### src/hdl/i2cm_pkg.sv
// Shared types and constants for the bit-level I2C master.
package i2cm_pkg;

	typedef enum logic [2:0] {
		OP_START = 3'd0,
		OP_STOP  = 3'd1,
		OP_WRITE = 3'd2,
		OP_READ  = 3'd3,
		OP_BIT   = 3'd4,
		OP_RESET = 3'd5
	} op_t;

	typedef enum logic [2:0] {
		REG_HALF   = 3'd0,
		REG_POLLS  = 3'd1,
		REG_PIVL   = 3'd2,
		REG_ROUNDS = 3'd3,
		REG_PAUSE  = 3'd4
	} reg_idx_t;

	localparam logic [1:0] FAULT_NONE    = 2'd0;
	localparam logic [1:0] FAULT_STRETCH = 2'd1;
	localparam logic [1:0] FAULT_STUCK   = 2'd2;

	localparam logic [3:0] RECOVERY_PULSES = 4'd10;
	localparam logic [3:0] BYTE_BITS       = 4'd8;

	typedef struct packed {
		logic [15:0] half_period_ticks;
		logic [7:0]  stretch_polls;
		logic [23:0] poll_interval_ticks;
		logic [7:0]  recovery_rounds;
		logic [23:0] round_pause_ticks;
	} cfg_t;

	// Tick as it travels from front to back.
	typedef struct packed {
		logic       take;
		op_t        op;
		logic [7:0] write_value;
		logic       bit_value;
		logic       scl_level;
		logic       sda_level;
	} tick_t;

	typedef struct packed {
		logic       scl_pull_low;
		logic       sda_pull_low;
		logic       busy_res;
		logic       done_res;
		logic [7:0] read_value;
		logic       ack_level;
		logic [1:0] fault;
	} res_t;

endpackage

### src/hdl/i2c_bit_level_master_top.sv
// Top level of the bit-level I2C master: register file, input queue, sequencer.
// Each accepted transaction is one bus tick carrying sampled SCL/SDA and an optional
// command; it yields exactly one result transaction with the line drives and status.
// One transaction per clock is sustained unless results stall: a two-entry queue
// decouples the input from the sequencer, which updates its state once per tick,
// and the queue takes ticks during a result stall until both of its entries are full.
// Each tick is registered in the queue, and its result in the output register.
module i2c_bit_level_master_top import i2cm_pkg::*; (
	input  logic        clk,
	input  logic        arst_n,
	input  logic        psel,
	input  logic        penable,
	input  logic        pwrite,
	input  logic [4:0]  paddr,
	input  logic [31:0] pwdata,
	output logic [31:0] prdata,
	output logic        pready,
	input  logic        in_valid,
	output logic        in_stall,
	input  logic        cmd_valid,
	input  logic [2:0]  op,
	input  logic [7:0]  write_value,
	input  logic        bit_value,
	input  logic        scl_level,
	input  logic        sda_level,
	output logic        out_valid,
	input  logic        out_stall,
	output logic        scl_pull_low,
	output logic        sda_pull_low,
	output logic        busy_res,
	output logic        done_res,
	output logic [7:0]  read_value,
	output logic        ack_level,
	output logic [1:0]  fault
);
	cfg_t  cfg;
	logic  q_valid, q_pop;
	tick_t q_data;
	res_t  res;

	i2cm_cfg u_cfg (
		.clk, .arst_n, .psel, .penable, .pwrite, .paddr, .pwdata,
		.prdata, .pready, .cfg
	);

	i2cm_front u_front (
		.clk, .arst_n, .in_valid, .in_stall, .cmd_valid, .op, .write_value,
		.bit_value, .scl_level, .sda_level, .q_valid, .q_pop, .q_data
	);

	i2cm_back u_back (
		.clk, .arst_n, .cfg, .q_valid, .q_pop, .q_data, .out_valid,
		.out_stall, .res
	);

	assign scl_pull_low = res.scl_pull_low;
	assign sda_pull_low = res.sda_pull_low;
	assign busy_res     = res.busy_res;
	assign done_res     = res.done_res;
	assign read_value   = res.read_value;
	assign ack_level    = res.ack_level;
	assign fault        = res.fault;
endmodule

### src/hdl/i2cm_cfg.sv
// APB register file holding the timing configuration.
module i2cm_cfg import i2cm_pkg::*; (
	input  logic        clk,
	input  logic        arst_n,
	input  logic        psel,
	input  logic        penable,
	input  logic        pwrite,
	input  logic [4:0]  paddr,
	input  logic [31:0] pwdata,
	output logic [31:0] prdata,
	output logic        pready,
	output cfg_t        cfg
);
	cfg_t     cfg_q;
	reg_idx_t idx;

	assign idx    = reg_idx_t'(paddr[4:2]);
	assign pready = 1'b1;
	assign cfg    = cfg_q;

	always_ff @(posedge clk or negedge arst_n) begin
		if (!arst_n) begin
			cfg_q.half_period_ticks   <= 16'd250;
			cfg_q.stretch_polls       <= 8'd50;
			cfg_q.poll_interval_ticks <= 24'd1000000;
			cfg_q.recovery_rounds     <= 8'd100;
			cfg_q.round_pause_ticks   <= 24'd100000;
		end else if (psel && penable && pwrite) begin
			case (idx)
				REG_HALF:   cfg_q.half_period_ticks   <= pwdata[15:0];
				REG_POLLS:  cfg_q.stretch_polls       <= pwdata[7:0];
				REG_PIVL:   cfg_q.poll_interval_ticks <= pwdata[23:0];
				REG_ROUNDS: cfg_q.recovery_rounds     <= pwdata[7:0];
				REG_PAUSE:  cfg_q.round_pause_ticks   <= pwdata[23:0];
				default: ;
			endcase
		end
	end

	always_comb begin
		case (idx)
			REG_HALF:   prdata = {16'd0, cfg_q.half_period_ticks};
			REG_POLLS:  prdata = {24'd0, cfg_q.stretch_polls};
			REG_PIVL:   prdata = {8'd0, cfg_q.poll_interval_ticks};
			REG_ROUNDS: prdata = {24'd0, cfg_q.recovery_rounds};
			REG_PAUSE:  prdata = {8'd0, cfg_q.round_pause_ticks};
			default:    prdata = 32'd0;
		endcase
	end
endmodule

### src/hdl/i2cm_front.sv
// Input stage: accepts ticks, classifies commands, feeds a two-entry queue.
module i2cm_front import i2cm_pkg::*; (
	input  logic       clk,
	input  logic       arst_n,
	input  logic       in_valid,
	output logic       in_stall,
	input  logic       cmd_valid,
	input  logic [2:0] op,
	input  logic [7:0] write_value,
	input  logic       bit_value,
	input  logic       scl_level,
	input  logic       sda_level,
	output logic       q_valid,
	input  logic       q_pop,
	output tick_t      q_data
);
	tick_t      mem_q [2];
	logic       wr_q, rd_q;
	logic [1:0] cnt_q;
	logic       push;
	tick_t      t;

	assign in_stall = (cnt_q == 2'd2);
	assign push     = in_valid && !in_stall;
	assign q_valid  = (cnt_q != 2'd0);
	assign q_data   = mem_q[rd_q];

	always_comb begin
		t.take        = cmd_valid && (op <= 3'(OP_RESET));
		t.op          = op_t'(op);
		t.write_value = write_value;
		t.bit_value   = bit_value;
		t.scl_level   = scl_level;
		t.sda_level   = sda_level;
	end

	always_ff @(posedge clk) begin
		if (push) mem_q[wr_q] <= t;
	end

	always_ff @(posedge clk or negedge arst_n) begin
		if (!arst_n) begin
			wr_q  <= 1'b0;
			rd_q  <= 1'b0;
			cnt_q <= 2'd0;
		end else begin
			if (push) wr_q <= ~wr_q;
			if (q_pop) rd_q <= ~rd_q;
			cnt_q <= cnt_q + 2'(push) - 2'(q_pop);
		end
	end
endmodule

### src/hdl/i2cm_back.sv
// Bus sequencer: runs line actions, stretch polling and bus recovery.
module i2cm_back import i2cm_pkg::*; (
	input  logic  clk,
	input  logic  arst_n,
	input  cfg_t  cfg,
	input  logic  q_valid,
	output logic  q_pop,
	input  tick_t q_data,
	output logic  out_valid,
	input  logic  out_stall,
	output res_t  res
);
	typedef enum logic [4:0] {
		PH_IDLE, ST_SDA, ST_PULLSDA, ST_PULLSCL, SP_SDA,
		RC_SDA, RC_LOW, RC_HIGH, RC_PAUSE, RC_PSCL, RC_PSDA, RC_STOPSDA,
		BT_DATA, BT_PSCL, BT_PSDA, RW_HALF1, RW_POLL, RW_HALF2
	} ph_t;

	ph_t         phase_q, resume_q;
	logic [23:0] tick_q;
	logic [7:0]  poll_q, round_q, shift_q, read_q;
	logic [3:0]  pulse_q, bit_q;
	logic        scl_q, sda_q, resume_start_q, ack_q;
	op_t         aop_q;
	logic [1:0]  fault_q;
	logic        ovalid_q;
	res_t        res_q;

	logic        adv;
	logic [15:0] h;
	logic [7:0]  sp, rr;
	logic [23:0] pi, rp;

	assign adv       = q_valid && (!ovalid_q || !out_stall);
	assign q_pop     = adv;
	assign out_valid = ovalid_q;
	assign res       = res_q;
	assign h  = (cfg.half_period_ticks == '0) ? 16'd1 : cfg.half_period_ticks;
	assign sp = (cfg.stretch_polls == '0) ? 8'd1 : cfg.stretch_polls;
	assign rr = (cfg.recovery_rounds == '0) ? 8'd1 : cfg.recovery_rounds;
	assign pi = (cfg.poll_interval_ticks == '0) ? 24'd1 : cfg.poll_interval_ticks;
	assign rp = (cfg.round_pause_ticks == '0) ? 24'd1 : cfg.round_pause_ticks;

	always_ff @(posedge clk or negedge arst_n) begin
		ph_t         ph, rph, np;
		logic [23:0] tk;
		logic [7:0]  pc, rc, sh, rd;
		logic [3:0]  pu, bc;
		logic        scl, sda, rs, ak, done, rdbit, fin, sl, dl;
		op_t         ao;
		logic [1:0]  fc;
		if (!arst_n) begin
			phase_q <= PH_IDLE; resume_q <= PH_IDLE; tick_q <= '0;
			poll_q <= '0; round_q <= '0; shift_q <= '0; read_q <= '0;
			pulse_q <= '0; bit_q <= '0; scl_q <= 1'b0; sda_q <= 1'b0;
			resume_start_q <= 1'b0; ack_q <= 1'b1; aop_q <= OP_START;
			fault_q <= FAULT_NONE; ovalid_q <= 1'b0; res_q <= '0;
		end else begin
			if (!out_stall) ovalid_q <= 1'b0;
			if (adv) begin
				ph = phase_q; rph = resume_q; tk = tick_q; pc = poll_q;
				rc = round_q; sh = shift_q; rd = read_q; pu = pulse_q;
				bc = bit_q; scl = scl_q; sda = sda_q; rs = resume_start_q;
				ak = ack_q; ao = aop_q; fc = fault_q; done = 1'b0;
				sl = q_data.scl_level; dl = q_data.sda_level;
				np = PH_IDLE; fin = 1'b0;
				if (ph == PH_IDLE) begin
					if (q_data.take) begin
						ao = q_data.op; fc = FAULT_NONE; bc = '0; rs = 1'b0;
						case (q_data.op)
							OP_START: np = ST_SDA;
							OP_STOP: begin rph = SP_SDA; np = RW_HALF1; end
							OP_WRITE: begin sh = q_data.write_value; np = BT_DATA; end
							OP_READ: begin sh = '0; np = BT_DATA; end
							OP_BIT: begin sh = {q_data.bit_value, 7'd0}; np = BT_DATA; end
							default: begin rs = 1'b0; rc = '0; np = RC_SDA; end
						endcase
					end
				end else begin
					tk = tk - 24'd1;
					if (tk == '0) begin
						rdbit = (ao == OP_READ) || (ao == OP_WRITE && bc >= BYTE_BITS);
						case (ph)
							ST_SDA: if (!dl) begin rs = 1'b1; rc = '0; np = RC_SDA; end
								else begin rph = ST_PULLSDA; np = RW_HALF1; end
							ST_PULLSDA: np = ST_PULLSCL;
							ST_PULLSCL: fin = 1'b1;
							SP_SDA: if (!dl) begin rs = 1'b0; rc = '0; np = RC_SDA; end
								else fin = 1'b1;
							RC_SDA: begin pu = '0; np = RC_LOW; end
							RC_LOW: np = RC_HIGH;
							RC_HIGH: begin
								pu = pu + 4'd1;
								if (pu < RECOVERY_PULSES) np = RC_LOW;
								else begin
									rc = rc + 8'd1;
									if (rc >= rr) begin
										fc = FAULT_STUCK;
										if (rs) begin rs = 1'b0; rph = ST_PULLSDA; np = RW_HALF1; end
										else fin = 1'b1;
									end else np = RC_PAUSE;
								end
							end
							RC_PAUSE: if (dl) np = RC_PSCL;
								else begin pu = '0; np = RC_LOW; end
							RC_PSCL: np = RC_PSDA;
							RC_PSDA: begin rph = RC_STOPSDA; np = RW_HALF1; end
							RC_STOPSDA: begin
								if (!dl) fc = FAULT_STUCK;
								if (rs) begin rs = 1'b0; rph = ST_PULLSDA; np = RW_HALF1; end
								else fin = 1'b1;
							end
							BT_DATA: begin rph = BT_PSCL; np = RW_HALF1; end
							BT_PSCL: np = BT_PSDA;
							BT_PSDA: begin
								if (ao == OP_BIT) fin = 1'b1;
								else if (ao == OP_WRITE && bc >= BYTE_BITS) fin = 1'b1;
								else begin
									if (ao == OP_WRITE) sh = {sh[6:0], 1'b0};
									bc = bc + 4'd1;
									if (ao == OP_READ && bc >= BYTE_BITS) begin
										rd = sh; fin = 1'b1;
									end else np = BT_DATA;
								end
							end
							RW_HALF1, RW_POLL, RW_HALF2: begin
								if (ph != RW_HALF2 && sl) np = RW_HALF2;
								else begin
									if (ph != RW_HALF2) pc = pc + 8'd1;
									if (ph != RW_HALF2 && pc < sp) np = RW_POLL;
									else begin
										if (ph != RW_HALF2) fc = FAULT_STRETCH;
										if (rph == BT_PSCL && rdbit) begin
											if (ao == OP_WRITE) ak = dl;
											else sh = {sh[6:0], dl};
										end
										np = rph;
									end
								end
							end
							default: fin = 1'b1;
						endcase
					end else np = ph;
				end
				if (fin) begin
					ph = PH_IDLE; tk = '0; done = 1'b1;
				end else if (np != ph || (phase_q != PH_IDLE && tk == '0)) begin
					ph = np; tk = {8'd0, h};
					rdbit = (ao == OP_READ) || (ao == OP_WRITE && bc >= BYTE_BITS);
					case (np)
						ST_SDA, SP_SDA, RC_SDA, RC_STOPSDA: sda = 1'b0;
						ST_PULLSDA, RC_PSDA, BT_PSDA: sda = 1'b1;
						ST_PULLSCL, RC_LOW, RC_PSCL, BT_PSCL: scl = 1'b1;
						RC_HIGH: scl = 1'b0;
						RC_PAUSE: tk = rp;
						BT_DATA: sda = rdbit ? 1'b0 : ~sh[7];
						RW_HALF1: begin scl = 1'b0; pc = '0; end
						RW_POLL: tk = pi;
						default: ;
					endcase
				end
				phase_q <= ph; resume_q <= rph; tick_q <= tk; poll_q <= pc;
				round_q <= rc; shift_q <= sh; read_q <= rd; pulse_q <= pu;
				bit_q <= bc; scl_q <= scl; sda_q <= sda; resume_start_q <= rs;
				ack_q <= ak; aop_q <= ao; fault_q <= fc;
				ovalid_q <= 1'b1;
				res_q.scl_pull_low <= scl;
				res_q.sda_pull_low <= sda;
				res_q.busy_res     <= (ph != PH_IDLE);
				res_q.done_res     <= done;
				res_q.read_value   <= rd;
				res_q.ack_level    <= ak;
				res_q.fault        <= fc;
			end
		end
	end
endmodule
### config.mk
export PLATFORM = sky130hd
export DESIGN_NAME = i2c_bit_level_master_top
export DESIGN_NICKNAME = d
export VERILOG_FILES = /design/src/hdl/i2cm_pkg.sv /design/src/hdl/i2c_bit_level_master_top.sv /design/src/hdl/i2cm_cfg.sv /design/src/hdl/i2cm_front.sv /design/src/hdl/i2cm_back.sv
export SDC_FILE = /design/constraint.sdc
export NUM_CORES = 1
export LEC_CHECK = 0
export ABC_CLOCK_PERIOD_IN_PS = 6000
export BUFFER_PORTS_ARGS = -buffer_cell sky130_fd_sc_hd__buf_4
export CAP_MARGIN = 30
export CORE_MARGIN = 4
export CORE_UTILIZATION = 60
export CTS_CLUSTER_SIZE = 12
export DETAILED_ROUTE_END_ITERATION = 10
export PLACE_DENSITY_LB_ADDON = 0.3
export SETUP_SLACK_MARGIN = 0.3
export SLEW_MARGIN = 20
export SYNTH_ARGS = -nofsm -noshare
export SYNTH_HDL_FRONTEND = slang
export SYNTH_HIERARCHICAL = 1
export SYNTH_SLANG_ARGS = --single-unit
### constraint.sdc
create_clock -name clk -period 6 [get_ports clk]
set_input_delay 0.9 -clock clk [delete_from_list [all_inputs] [get_ports clk]]
set_output_delay 0.9 -clock clk [all_outputs]
set_load 0.005 [all_outputs]
# ---- Word-level counts from Yosys, hierarchy flattened
# Memory sizes are Yosys's and may differ from the RTL's.
# Cells that the tools add are included.
dict set report classes {
  n_addsub 7
  n_mul 0
  div 0
  n_lt_le_gt_ge 7
  n_eq_ne 74
  shift 0
  muxes 135
  bitwise_logic 7
  reduce_logical 64
}
# cell n
set ops {}
lappend ops {{8-bit two-way mux} 38}
lappend ops {{24-bit two-way mux} 6}
lappend ops {{24-bit case mux with 5 select lines} 1}
lappend ops {{5-bit two-way mux} 20}
lappend ops {{24-bit logical NOT} 4}
lappend ops {{5-bit by 4-bit equality test with 1-bit output (second input constant)} 17}
lappend ops {{5-bit case mux with 13 select lines} 1}
lappend ops {{4-bit two-way mux} 13}
lappend ops {{24-bit case mux with 2 select lines} 1}
lappend ops {{5-bit by 3-bit equality test with 1-bit output (second input constant)} 8}
lappend ops {{8-bit case mux with 2 select lines} 2}
lappend ops {{1-bit two-way mux} 30}
lappend ops {{5-bit case mux with 5 select lines} 1}
lappend ops {{3-bit by 2-bit equality test with 1-bit output (second input constant)} 8}
lappend ops {{4-bit case mux with 3 select lines} 2}
lappend ops {{8-bit case mux with 3 select lines} 1}
lappend ops {{24-bit by 1-bit subtractor with 24-bit output (second input constant)} 1}
lappend ops {{4-bit by 3-bit inequality test with 1-bit output (second input constant)} 5}
lappend ops {{2-bit two-way mux} 9}
lappend ops {{8-bit by 1-bit adder with 8-bit output (second input constant)} 2}
lappend ops {{16-bit logical NOT} 1}
lappend ops {{8-bit logical NOT} 2}
lappend ops {{16-bit two-way mux} 1}
lappend ops {{8-bit AND reduction} 2}
lappend ops {{other kinds (51)} 118}
dict set report totals {
  register_bits 171
  latch_bits 0
  ram_bits 30
  rom_bits 0
  in_bits 59
  output_inout_bits 50
  elab_cells 323
  n_memories 1
}
# memory depth word_bits read_ports rd_clocked_by_memory_dff write_ports line_no
set mem_list {}
lappend mem_list {u_front.mem_q 2 15 1 0 1 i2cm_front.sv:17} ;# tick_t mem_q [2];

# ---- Depth between registers and ports, before layout
# Gate-level depths: netlist of run 1.
dict set report depth {
  depth_word 21
  ltp_mapped 23
  mapped_depth_nobuf 19
}

# ---- Cells and area by module
# The synthesis of run 1 kept the hierarchy.
# module instances cells_per_inst area_each_um2 seq_area_each_um2
set by_module_without_submodules {}
lappend by_module_without_submodules {i2cm_back 1 958 7537.2 2128.3}
lappend by_module_without_submodules {i2cm_cfg 1 283 3824.9 2033.2}
lappend by_module_without_submodules {i2cm_front 1 65 1336.3 1001.0}

# ---- Worst setup path before layout of run 1
# No wires, ideal clock.
dict set report synth_timing {
  path_type {reg-to-reg}
  from {reg u_back.phase_q[3]}
  to {reg u_back.tick_q[15]}
  setup_time_ns 0.064
  arrival_time_ns 4.871
  required_ns 5.936
  slack_ns 1.064
  path_stages_with_launch 23
  path_buffers 3
  period_less_slack_ns 4.936
  path_cell_list {dfrtp_1 clkbuf_1 nor4b_1 and2_0 clkbuf_1 nor2_1 and3_1 and3_1 xnor2_1 inv_1 ha_1 a21oi_1 o22ai_1 o21a_1 a21o_1 a2111o_1 mux2_2 or4_4 nor2_2 buf_6 a21oi_2 a221oi_2 a21o_1}
}
dict set report synth_between {
  elab_chain_len 19
  elab_cells_between_ends 52
  classes_between {order compare: 1; eq/ne: 20; mux: 21; reduce/logical: 10}
}
# element line_no
set synth_lines {}
lappend synth_lines {{start, declared} i2cm_back.sv:19} ;# ph_t phase_q, resume_q;
lappend synth_lines {{start signal, assigned} i2cm_back.sv:162} ;# phase_q <= ph; resume_q <= rph; tick_q <= tk; poll_q <= pc;
lappend synth_lines {{5-bit inequality test} {i2cm_back.sv:127, i2cm_back.sv:129, i2cm_back.sv:130}}
lappend synth_lines {{8-bit two-way mux} i2cm_back.sv:129} ;# if (ph != RW_HALF2) pc = pc + 8'd1;
lappend synth_lines {{8-bit two-way mux} i2cm_back.sv:127} ;# if (ph != RW_HALF2 && sl) np = RW_HALF2;
lappend synth_lines {{8-bit two-way mux} i2cm_back.sv:83} ;# case (ph)
lappend synth_lines {{8-bit two-way mux} i2cm_back.sv:81} ;# if (tk == '0) begin
lappend synth_lines {{8-bit two-way mux} i2cm_back.sv:67} ;# if (ph == PH_IDLE) begin
lappend synth_lines {{8-bit two-way mux} i2cm_back.sv:60} ;# if (adv) begin
lappend synth_lines {{8-bit less-than comparator} i2cm_back.sv:130} ;# if (ph != RW_HALF2 && pc < sp) np = RW_POLL;
lappend synth_lines {{[3 not listed]} n/a}
lappend synth_lines {{5-bit case mux with 13 select lines} i2cm_back.sv:83}
lappend synth_lines {{5-bit two-way mux} i2cm_back.sv:81}
lappend synth_lines {{5-bit two-way mux} i2cm_back.sv:67}
lappend synth_lines {{5-bit two-way mux} i2cm_back.sv:60}
lappend synth_lines {{5-bit equality test (tied with other cells)} i2cm_back.sv:150} ;# case (np)
lappend synth_lines {{24-bit case mux with 2 select lines or 1-bit logical OR (tied branches)} {i2cm_back.sv:150, i2cm_back.sv:147}}
lappend synth_lines {{24-bit two-way mux} i2cm_back.sv:147} ;# end else if (np != ph || (phase_q != PH_IDLE && tk == '0)) begin
lappend synth_lines {{24-bit two-way mux *} i2cm_back.sv:145} ;# if (fin) begin
lappend synth_lines {{end signal, assigned} i2cm_back.sv:162}
lappend synth_lines {{end, declared} i2cm_back.sv:20} ;# logic [23:0] tick_q;
# Mark *: on every way between the ends. The rest lies on a longest branch, timed or not. The select of a mux whose other input is x is not followed.
# A chain may end at the register's enable or synchronous reset.

# ---- Final worst setup path of run 1
dict set report layout_timing {
  from {reg u_back.phase_q[3]}
  to {reg u_back.tick_q[1]}
}
# The elaborated chain is that of the path after synthesis.

==> qor.csv, run 1 <==
metric,value,unit
Fin. Hold Viols,0,
register area share after synthesis,0.407,
worst-path fanout max,11,
Mapped Avg Cell Area,9.72,sq um
post-cts resize count,0,
Setup TNS,0,ps
Area after DPL,13500,sq um
Final Cell Area,14100,sq um
unrepaired setup endpoints after global routing,false,
CTS Sinks,199,
"commonest non-fill, non-tap cells in the layout","143 x dfrtp_1, 132 x nand2_1, 122 x buf_4",
CTS Hold Bufs,0,
Hold Crit Class,flop to flop,
launching element type of the critical path,flop,
largest net degree at the start of global routing,83,
Critical Path RT,6350,ps
final period utilization,0.879,
"Arr. time, crit path",5620,ps
reg2reg end,u_back/tick_q[1]$_DFFE_PN0P_,
TritonRoute pass-1 iters,5,
"EDFF count, synth",30,
reg2reg path depth,20,
Yosys reg bits,199,
crit path launch,u_back/phase_q[3]$_DFFE_PN0P_,
outcome,finished clean,
nature of the critical path endpoint,flop,
initial antenna violation count,0,
Synth area leader,dfrtp_1,
"Top FF cell, synth",dfrtp_1,
vias,11000,
"commonest non-fill, non-tap cell in the layout",dfrtp_1,
ANT cells,0,
grt total ovfl,0,
die extent in x,153,um
share of cells above drive strength 1,0.253,
DP Worst Slack,676,ps
Total Wirelength,35400,um
Pwr Total,5.93,mW
row count,52,
crit path kind,flop to flop,
Post CTS Setup Buffer Count,0,
routed len/inst,21.4,um
Area Growth Syn to Fin,11.3,%
first-pass GRT wire length,56500,um
CP peak stage delay,560,ps
CTS Root Buffer Type,clkbuf_16,
routed vias/inst,6.67,
fmax,190,MHz
fraction of registers with async set/reset,0.849,
DR DRC count,0,
final worst setup slack,727,ps
crit-path cells,nor4b_1 > and2_0 > nor2_1 > and3_1 > and3_1 > xnor2_1 > inv_1 > ha_1 > a21oi_1 > o22ai_1 > o21a_1 > a21o_1 > a2111o_1 > mux2_2 > or4_4 > nor2_2 > buf_4 > a22o_1 > a211oi_1 > o32ai_1,
power per cell area,419,nW/um^2
vias in the first global route,10400,
Slowest cell on crit path,or4_4,
max_slew headroom,0.363,
count of final setup violators,0,
PortBufs,89,
"Top cell by count, worst path",and3_1,
# IOs,109,
P_leak,5.91,nW
die height,153,um
hold slack,489,ps
library cells used by synthesis,101,
worst vdd ir,0.266,mV
worst-case clock buffer depth,2,
DR iter-0 viols,1207,
H-tree depth,4,
min Tclk post-route,5270,ps
number of standard cells in the final layout excluding fillers,1652,
Worst-Skew Late Latency,450,ps
Final ANT Viol Nets,0,
Nets,1452,
utilization after layout,0.690,
MaxCap Viol Count,0,
Mapped Cells,1306,
"CTS clk-pin slew, worst paths",80,ps
Core Box Area,20500,sq um
hpwl dp,25200,um
Worst R2R Setup Slack,730,ps
top-area cell type share of the netlist area,0.282,
CTS tree,built,
skew final,11.2,ps
Slew Limit Fails,0,
placed insts,1619,
total CTS buffers,17,
CP endpoint,u_back/tick_q[1]$_DFFE_PN0P_,
synth warn,6,
Initial Util,0.620,
total die area,23600,sq um
worst r2r src,u_back/phase_q[3]$_DFFE_PN0P_,
"top cells by area, synth","dfrtp_1 28%, mux2_2 8.0%, edfxtp_1 7.1%",
GP Congestion,0.946,
Least-Margin Pin Slew,953,ps
Mapped Area,12700,sq um
Tot GR Track Use,0.294,
==> cell families after synthesis <==
group           count (synthesis)  synth area share
simple gates                  446             0.185
buf+inv                       126            0.0502
xor+xnor                       45            0.0310
other cells                     2          0.000591
flops                         199             0.407
compound gates                334             0.185
mux                           130             0.119
fa+ha+maj                      24            0.0236
==> final cells by class <==
type	instances	area (sq um)
Multi-Input combinational cell	988	6940
Fill cell	1579	6360
Sequential cell	199	5160
Timing Repair Buffer	125	960
Clock buffer	18	439
Tap cell	270	338
Clock inverter	14	155
Inverter	38	143
==> critical path: cells and delay by family (launching register included) <==
| family | cells | cell delay, ps |
|---|---|---|
| simple gates | 7 | 1890 |
| compound gates | 8 | 1740 |
| flops | 1 | 400 |
| mux | 1 | 360 |
| fa+ha+maj | 1 | 350 |
| buf+inv | 2 | 300 |
| xor+xnor | 1 | 160 |
==> power by group <==
part	internal [mW]	switching (mW)
clock	0.569	0.587
sequential	1.71	0.415
combinational	1.08	1.56
==> registers in the layout, summed over array words and instances (netlist names) <==
name,flops
u_cfg/cfg,80
u_front/mem_q,30
u_back/tick_q,24
u_back/res,15
u_back/poll_q,8
u_back/round_q,8
u_back/shift_q,8
u_back/phase_q,5
u_back/bit_q,4
u_back/pulse_q,4
u_back/aop_q,3
u_back/resume_q,3
u_front/cnt_q,2
u_back/ack_q,1
u_back/out_valid,1
u_back/resume_start_q,1
u_front/rd_q,1
u_front/wr_q,1
==> synth_stat cells (10+ instances only) <==
library cell / instances
a21o_1: 11
a21oi_1: 59
a22o_1: 20
a22oi_1: 33
a31oi_1: 13
a32oi_1: 10
buf_2: 13
buf_4: 17
clkbuf_1: 41
dfrtp_1: 143
dfstp_2: 26
edfxtp_1: 30
ha_1: 24
inv_1: 37
mux2_2: 90
mux2_4: 19
mux2i_1: 21
nand2_1: 132
nand2b_1: 13
nand3_1: 24
nand4_1: 16
nor2_1: 97
nor3_1: 32
nor4_1: 27
o21ai_0: 76
or2_2: 16
or3_1: 10
xnor2_1: 32
xor2_1: 13
==> worst min-delay path by stage <==
stage                                         start                        end  slack (ps)  depth (start not counted)
after CTS                 u_back/res[3]$_DFFE_PN0P_  u_back/res[3]$_DFFE_PN0P_         490                          2
after floorplan            u_front/wr_q$_DFFE_PN0P_   u_front/wr_q$_DFFE_PN0P_         460                          1
after detailed placement  u_back/res[3]$_DFFE_PN0P_  u_back/res[3]$_DFFE_PN0P_         480                          2
final                     u_back/res[3]$_DFFE_PN0P_  u_back/res[3]$_DFFE_PN0P_         490                          2
after global routing      u_back/res[4]$_DFFE_PN0P_  u_back/res[4]$_DFFE_PN0P_         510                          2
after global placement    u_back/res[5]$_DFFE_PN0P_  u_back/res[5]$_DFFE_PN0P_         470                          2
==> metal layers <==
metal,vias up,share of wire,track usage
li1,4967,-,-
met4,0,0.029,0.0938
met2,582,0.46,0.451
met1,5365,0.43,0.425
met3,100,0.086,0.0557
met5,-,0,0
(Power assumes the default switching activity.)
==> run 2: changes to the inputs <==
Settings changed: CELL_PAD_IN_SITES_DETAIL_PLACEMENT from default to 1, CELL_PAD_IN_SITES_GLOBAL_PLACEMENT from default to 1, CORE_UTILIZATION 60 to 48.
==> qor.csv, run 2 (synthesis gave the netlist of run 1 again) <==
metric,value,unit,change
outcome,finished clean,,
nature of the critical path endpoint,flop,,
die height,171,um,+11%
MaxCap Viol Count,0,,unchanged
Worst-Skew Late Latency,440,ps,about the same
min Tclk post-route,5280,ps,+3.96 ps
vias,11100,,+0.59%
initial antenna violation count,0,,unchanged
Hold Crit Class,primary input to async pin,,
Area Growth Syn to Fin,11.8,%,
Setup TNS,0,ps,unchanged
Nets,1449,,-0.21%
launching element type of the critical path,flop,,
Slew Limit Fails,0,,unchanged
"Arr. time, crit path",5650,ps,+30 ps
H-tree depth,4,,unchanged
total die area,29100,sq um,+24%
routed len/inst,23.4,um,+9.2%
DP Worst Slack,754,ps,+78.2 ps
skew final,19.0,ps,+7.81 ps
DR iter-0 viols,1064,,-12%
worst vdd ir,0.258,mV,-2.8%
die extent in x,171,um,+11%
worst-case clock buffer depth,2,,unchanged
CTS Sinks,199,,unchanged
Final ANT Viol Nets,0,,unchanged
hpwl dp,28800,um,+14%
fmax,189,MHz,about the same
grt total ovfl,0,,unchanged
crit-path cells,nor4b_1 > and2_0 > nor2_1 > and3_1 > and3_1 > xnor2_1 > inv_1 > ha_1 > a21oi_1 > o22ai_1 > o21a_1 > a21oi_1 > o211ai_1 > a211oi_4 > o211ai_4 > nor3_2 > buf_4 > a22oi_1 > a311oi_1 > a311o_1,,
ANT cells,0,,unchanged
Core Box Area,26100,sq um,+27%
final worst setup slack,723,ps,-3.96 ps
Total Wirelength,40100,um,+13%
CTS tree,built,,
CTS Root Buffer Type,clkbuf_16,,
worst-path fanout max,12,,+1
routed vias/inst,6.46,,-3.0%
Post CTS Setup Buffer Count,0,,unchanged
"commonest non-fill, non-tap cells in the layout","143 x dfrtp_1, 132 x nand2_1, 119 x buf_4",,
fillers,2913,,+84%
unrepaired setup endpoints after global routing,false,,
max_slew headroom,0.334,,-0.0288
largest net degree at the start of global routing,67,,-19%
share of cells above drive strength 1,0.252,,-0.000901
final period utilization,0.880,,about the same
Fin. Hold Viols,0,,unchanged
Initial Util,0.487,,-0.132
Least-Margin Pin Slew,999,ps,+45.2 ps
Tot GR Track Use,0.275,,-0.0185
first-pass GRT wire length,63900,um,+13%
crit path kind,flop to flop,,
"CP delay by family, top",compound AO/OA/AOI/OAI gates,,
row count,59,,+13%
max FFs per register,80,,unchanged
Critical Path RT,6370,ps,+20 ps
P_leak,5.90,nW,-0.13%
CP bufs+invs,2,,unchanged
total CTS buffers,17,,unchanged
count of final setup violators,0,,unchanged
vias in the first global route,11400,,+9.1%
DR DRC count,0,,unchanged
# IOs,109,,unchanged
"commonest non-fill, non-tap cell in the layout",dfrtp_1,,
"CTS clk-pin slew, worst paths",80,ps,about the same
power per cell area,427,nW/um^2,+1.8%
CP peak stage delay,500,ps,-60 ps
TritonRoute pass-1 iters,6,,+1
GP Congestion,0.893,,-5.6%
PortBufs,89,,unchanged
Slowest cell on crit path,a211oi_4,,
run 2: cell count changes in the layout (fill, tap and decap cells not counted), sizes merged:
cell and delta:
inv +2, buf -4, clkinv -2, clkbuf +1
run 2: final cells by class:
cell class / instances / area (sq um) / area share
Sequential cell: 199 / 5160 / 0.364
Clock inverter: 14 / 183 / 0.0129
Tap cell: 335 / 419 / 0.0295
Timing Repair Buffer: 122 / 915 / 0.0644
Inverter: 38 / 143 / 0.0100
Multi-Input combinational cell: 988 / 6940 / 0.489
Clock buffer: 18 / 439 / 0.0309
run 2: final timing paths:
path / startpoint / endpoint / slack, ps / cells past startpoint
setup / recovery: u_back/phase_q[1]$_DFFE_PN0P_ / u_back/tick_q[8]$_DFFE_PN0P_ / 720 / 20
hold / removal: arst_n / u_back/shift_q[2]$_DFFE_PN0P_ / 370 / 1
setup reg to reg: u_back/phase_q[1]$_DFFE_PN0P_ / u_back/tick_q[8]$_DFFE_PN0P_ / 720 / 20
hold reg to reg: u_back/res[5]$_DFFE_PN0P_ / u_back/res[5]$_DFFE_PN0P_ / 490 / 2
max in group asynchronous: arst_n / u_cfg/cfg[66]$_DFFE_PN0P_ / 4420 / 2
min in group clk: u_back/res[5]$_DFFE_PN0P_ / u_back/res[5]$_DFFE_PN0P_ / 490 / 2
run 2: repair_timing:
item | 4_1_cts | 5_1_grt
resized for setup | 0 | 2
endpoints found under the setup margin | 0 | 5
hold buffers | 0 | 0
run 2: worst reg2reg max path, delay by kind of cell, from the launching register on:
kind / cells / cell delay (ps)
compound gates: 10 / 2680
xor+xnor: 1 / 160
fa+ha+maj: 1 / 340
buf+inv: 2 / 290
flops: 1 / 400
simple gates: 6 / 1340
run 2: per-layer routing:
metal | vias to the layer above | wire [um] | GRT usage
met1 | 5609 | 17600 | 0.384
met4 | 0 | 1070 | 0.0826
met3 | 92 | 2220 | 0.0414
met2 | 419 | 19200 | 0.448
li1 | 4959 | - | -
met5 | - | 0 | 0
run 2: stage by stage:
stage | area [sq um] | power (mW) | hold WS, ps | util | cells
2_1_floorplan | 12700 | 3.93 | 460 | - | 1313
3_3_place_gp | 13600 | 4.66 | 467 | 0.520 | 1680
3_5_place_dp | 13600 | 4.77 | 479 | 0.520 | 1680
4_1_cts | 14200 | 6.01 | 380 | 0.544 | 1712
5_1_grt | 14200 | 6.39 | 383 | 0.545 | 1714
6_report | 14200 | 6.06 | 366 | 0.545 | 1714
run 2: report_power, final:
part | internal, mW | total [mW] | switching [mW]
clock network | 0.588 | 1.22 | 0.628
registers | 1.71 | 2.15 | 0.441
logic | 1.08 | 2.70 | 1.62
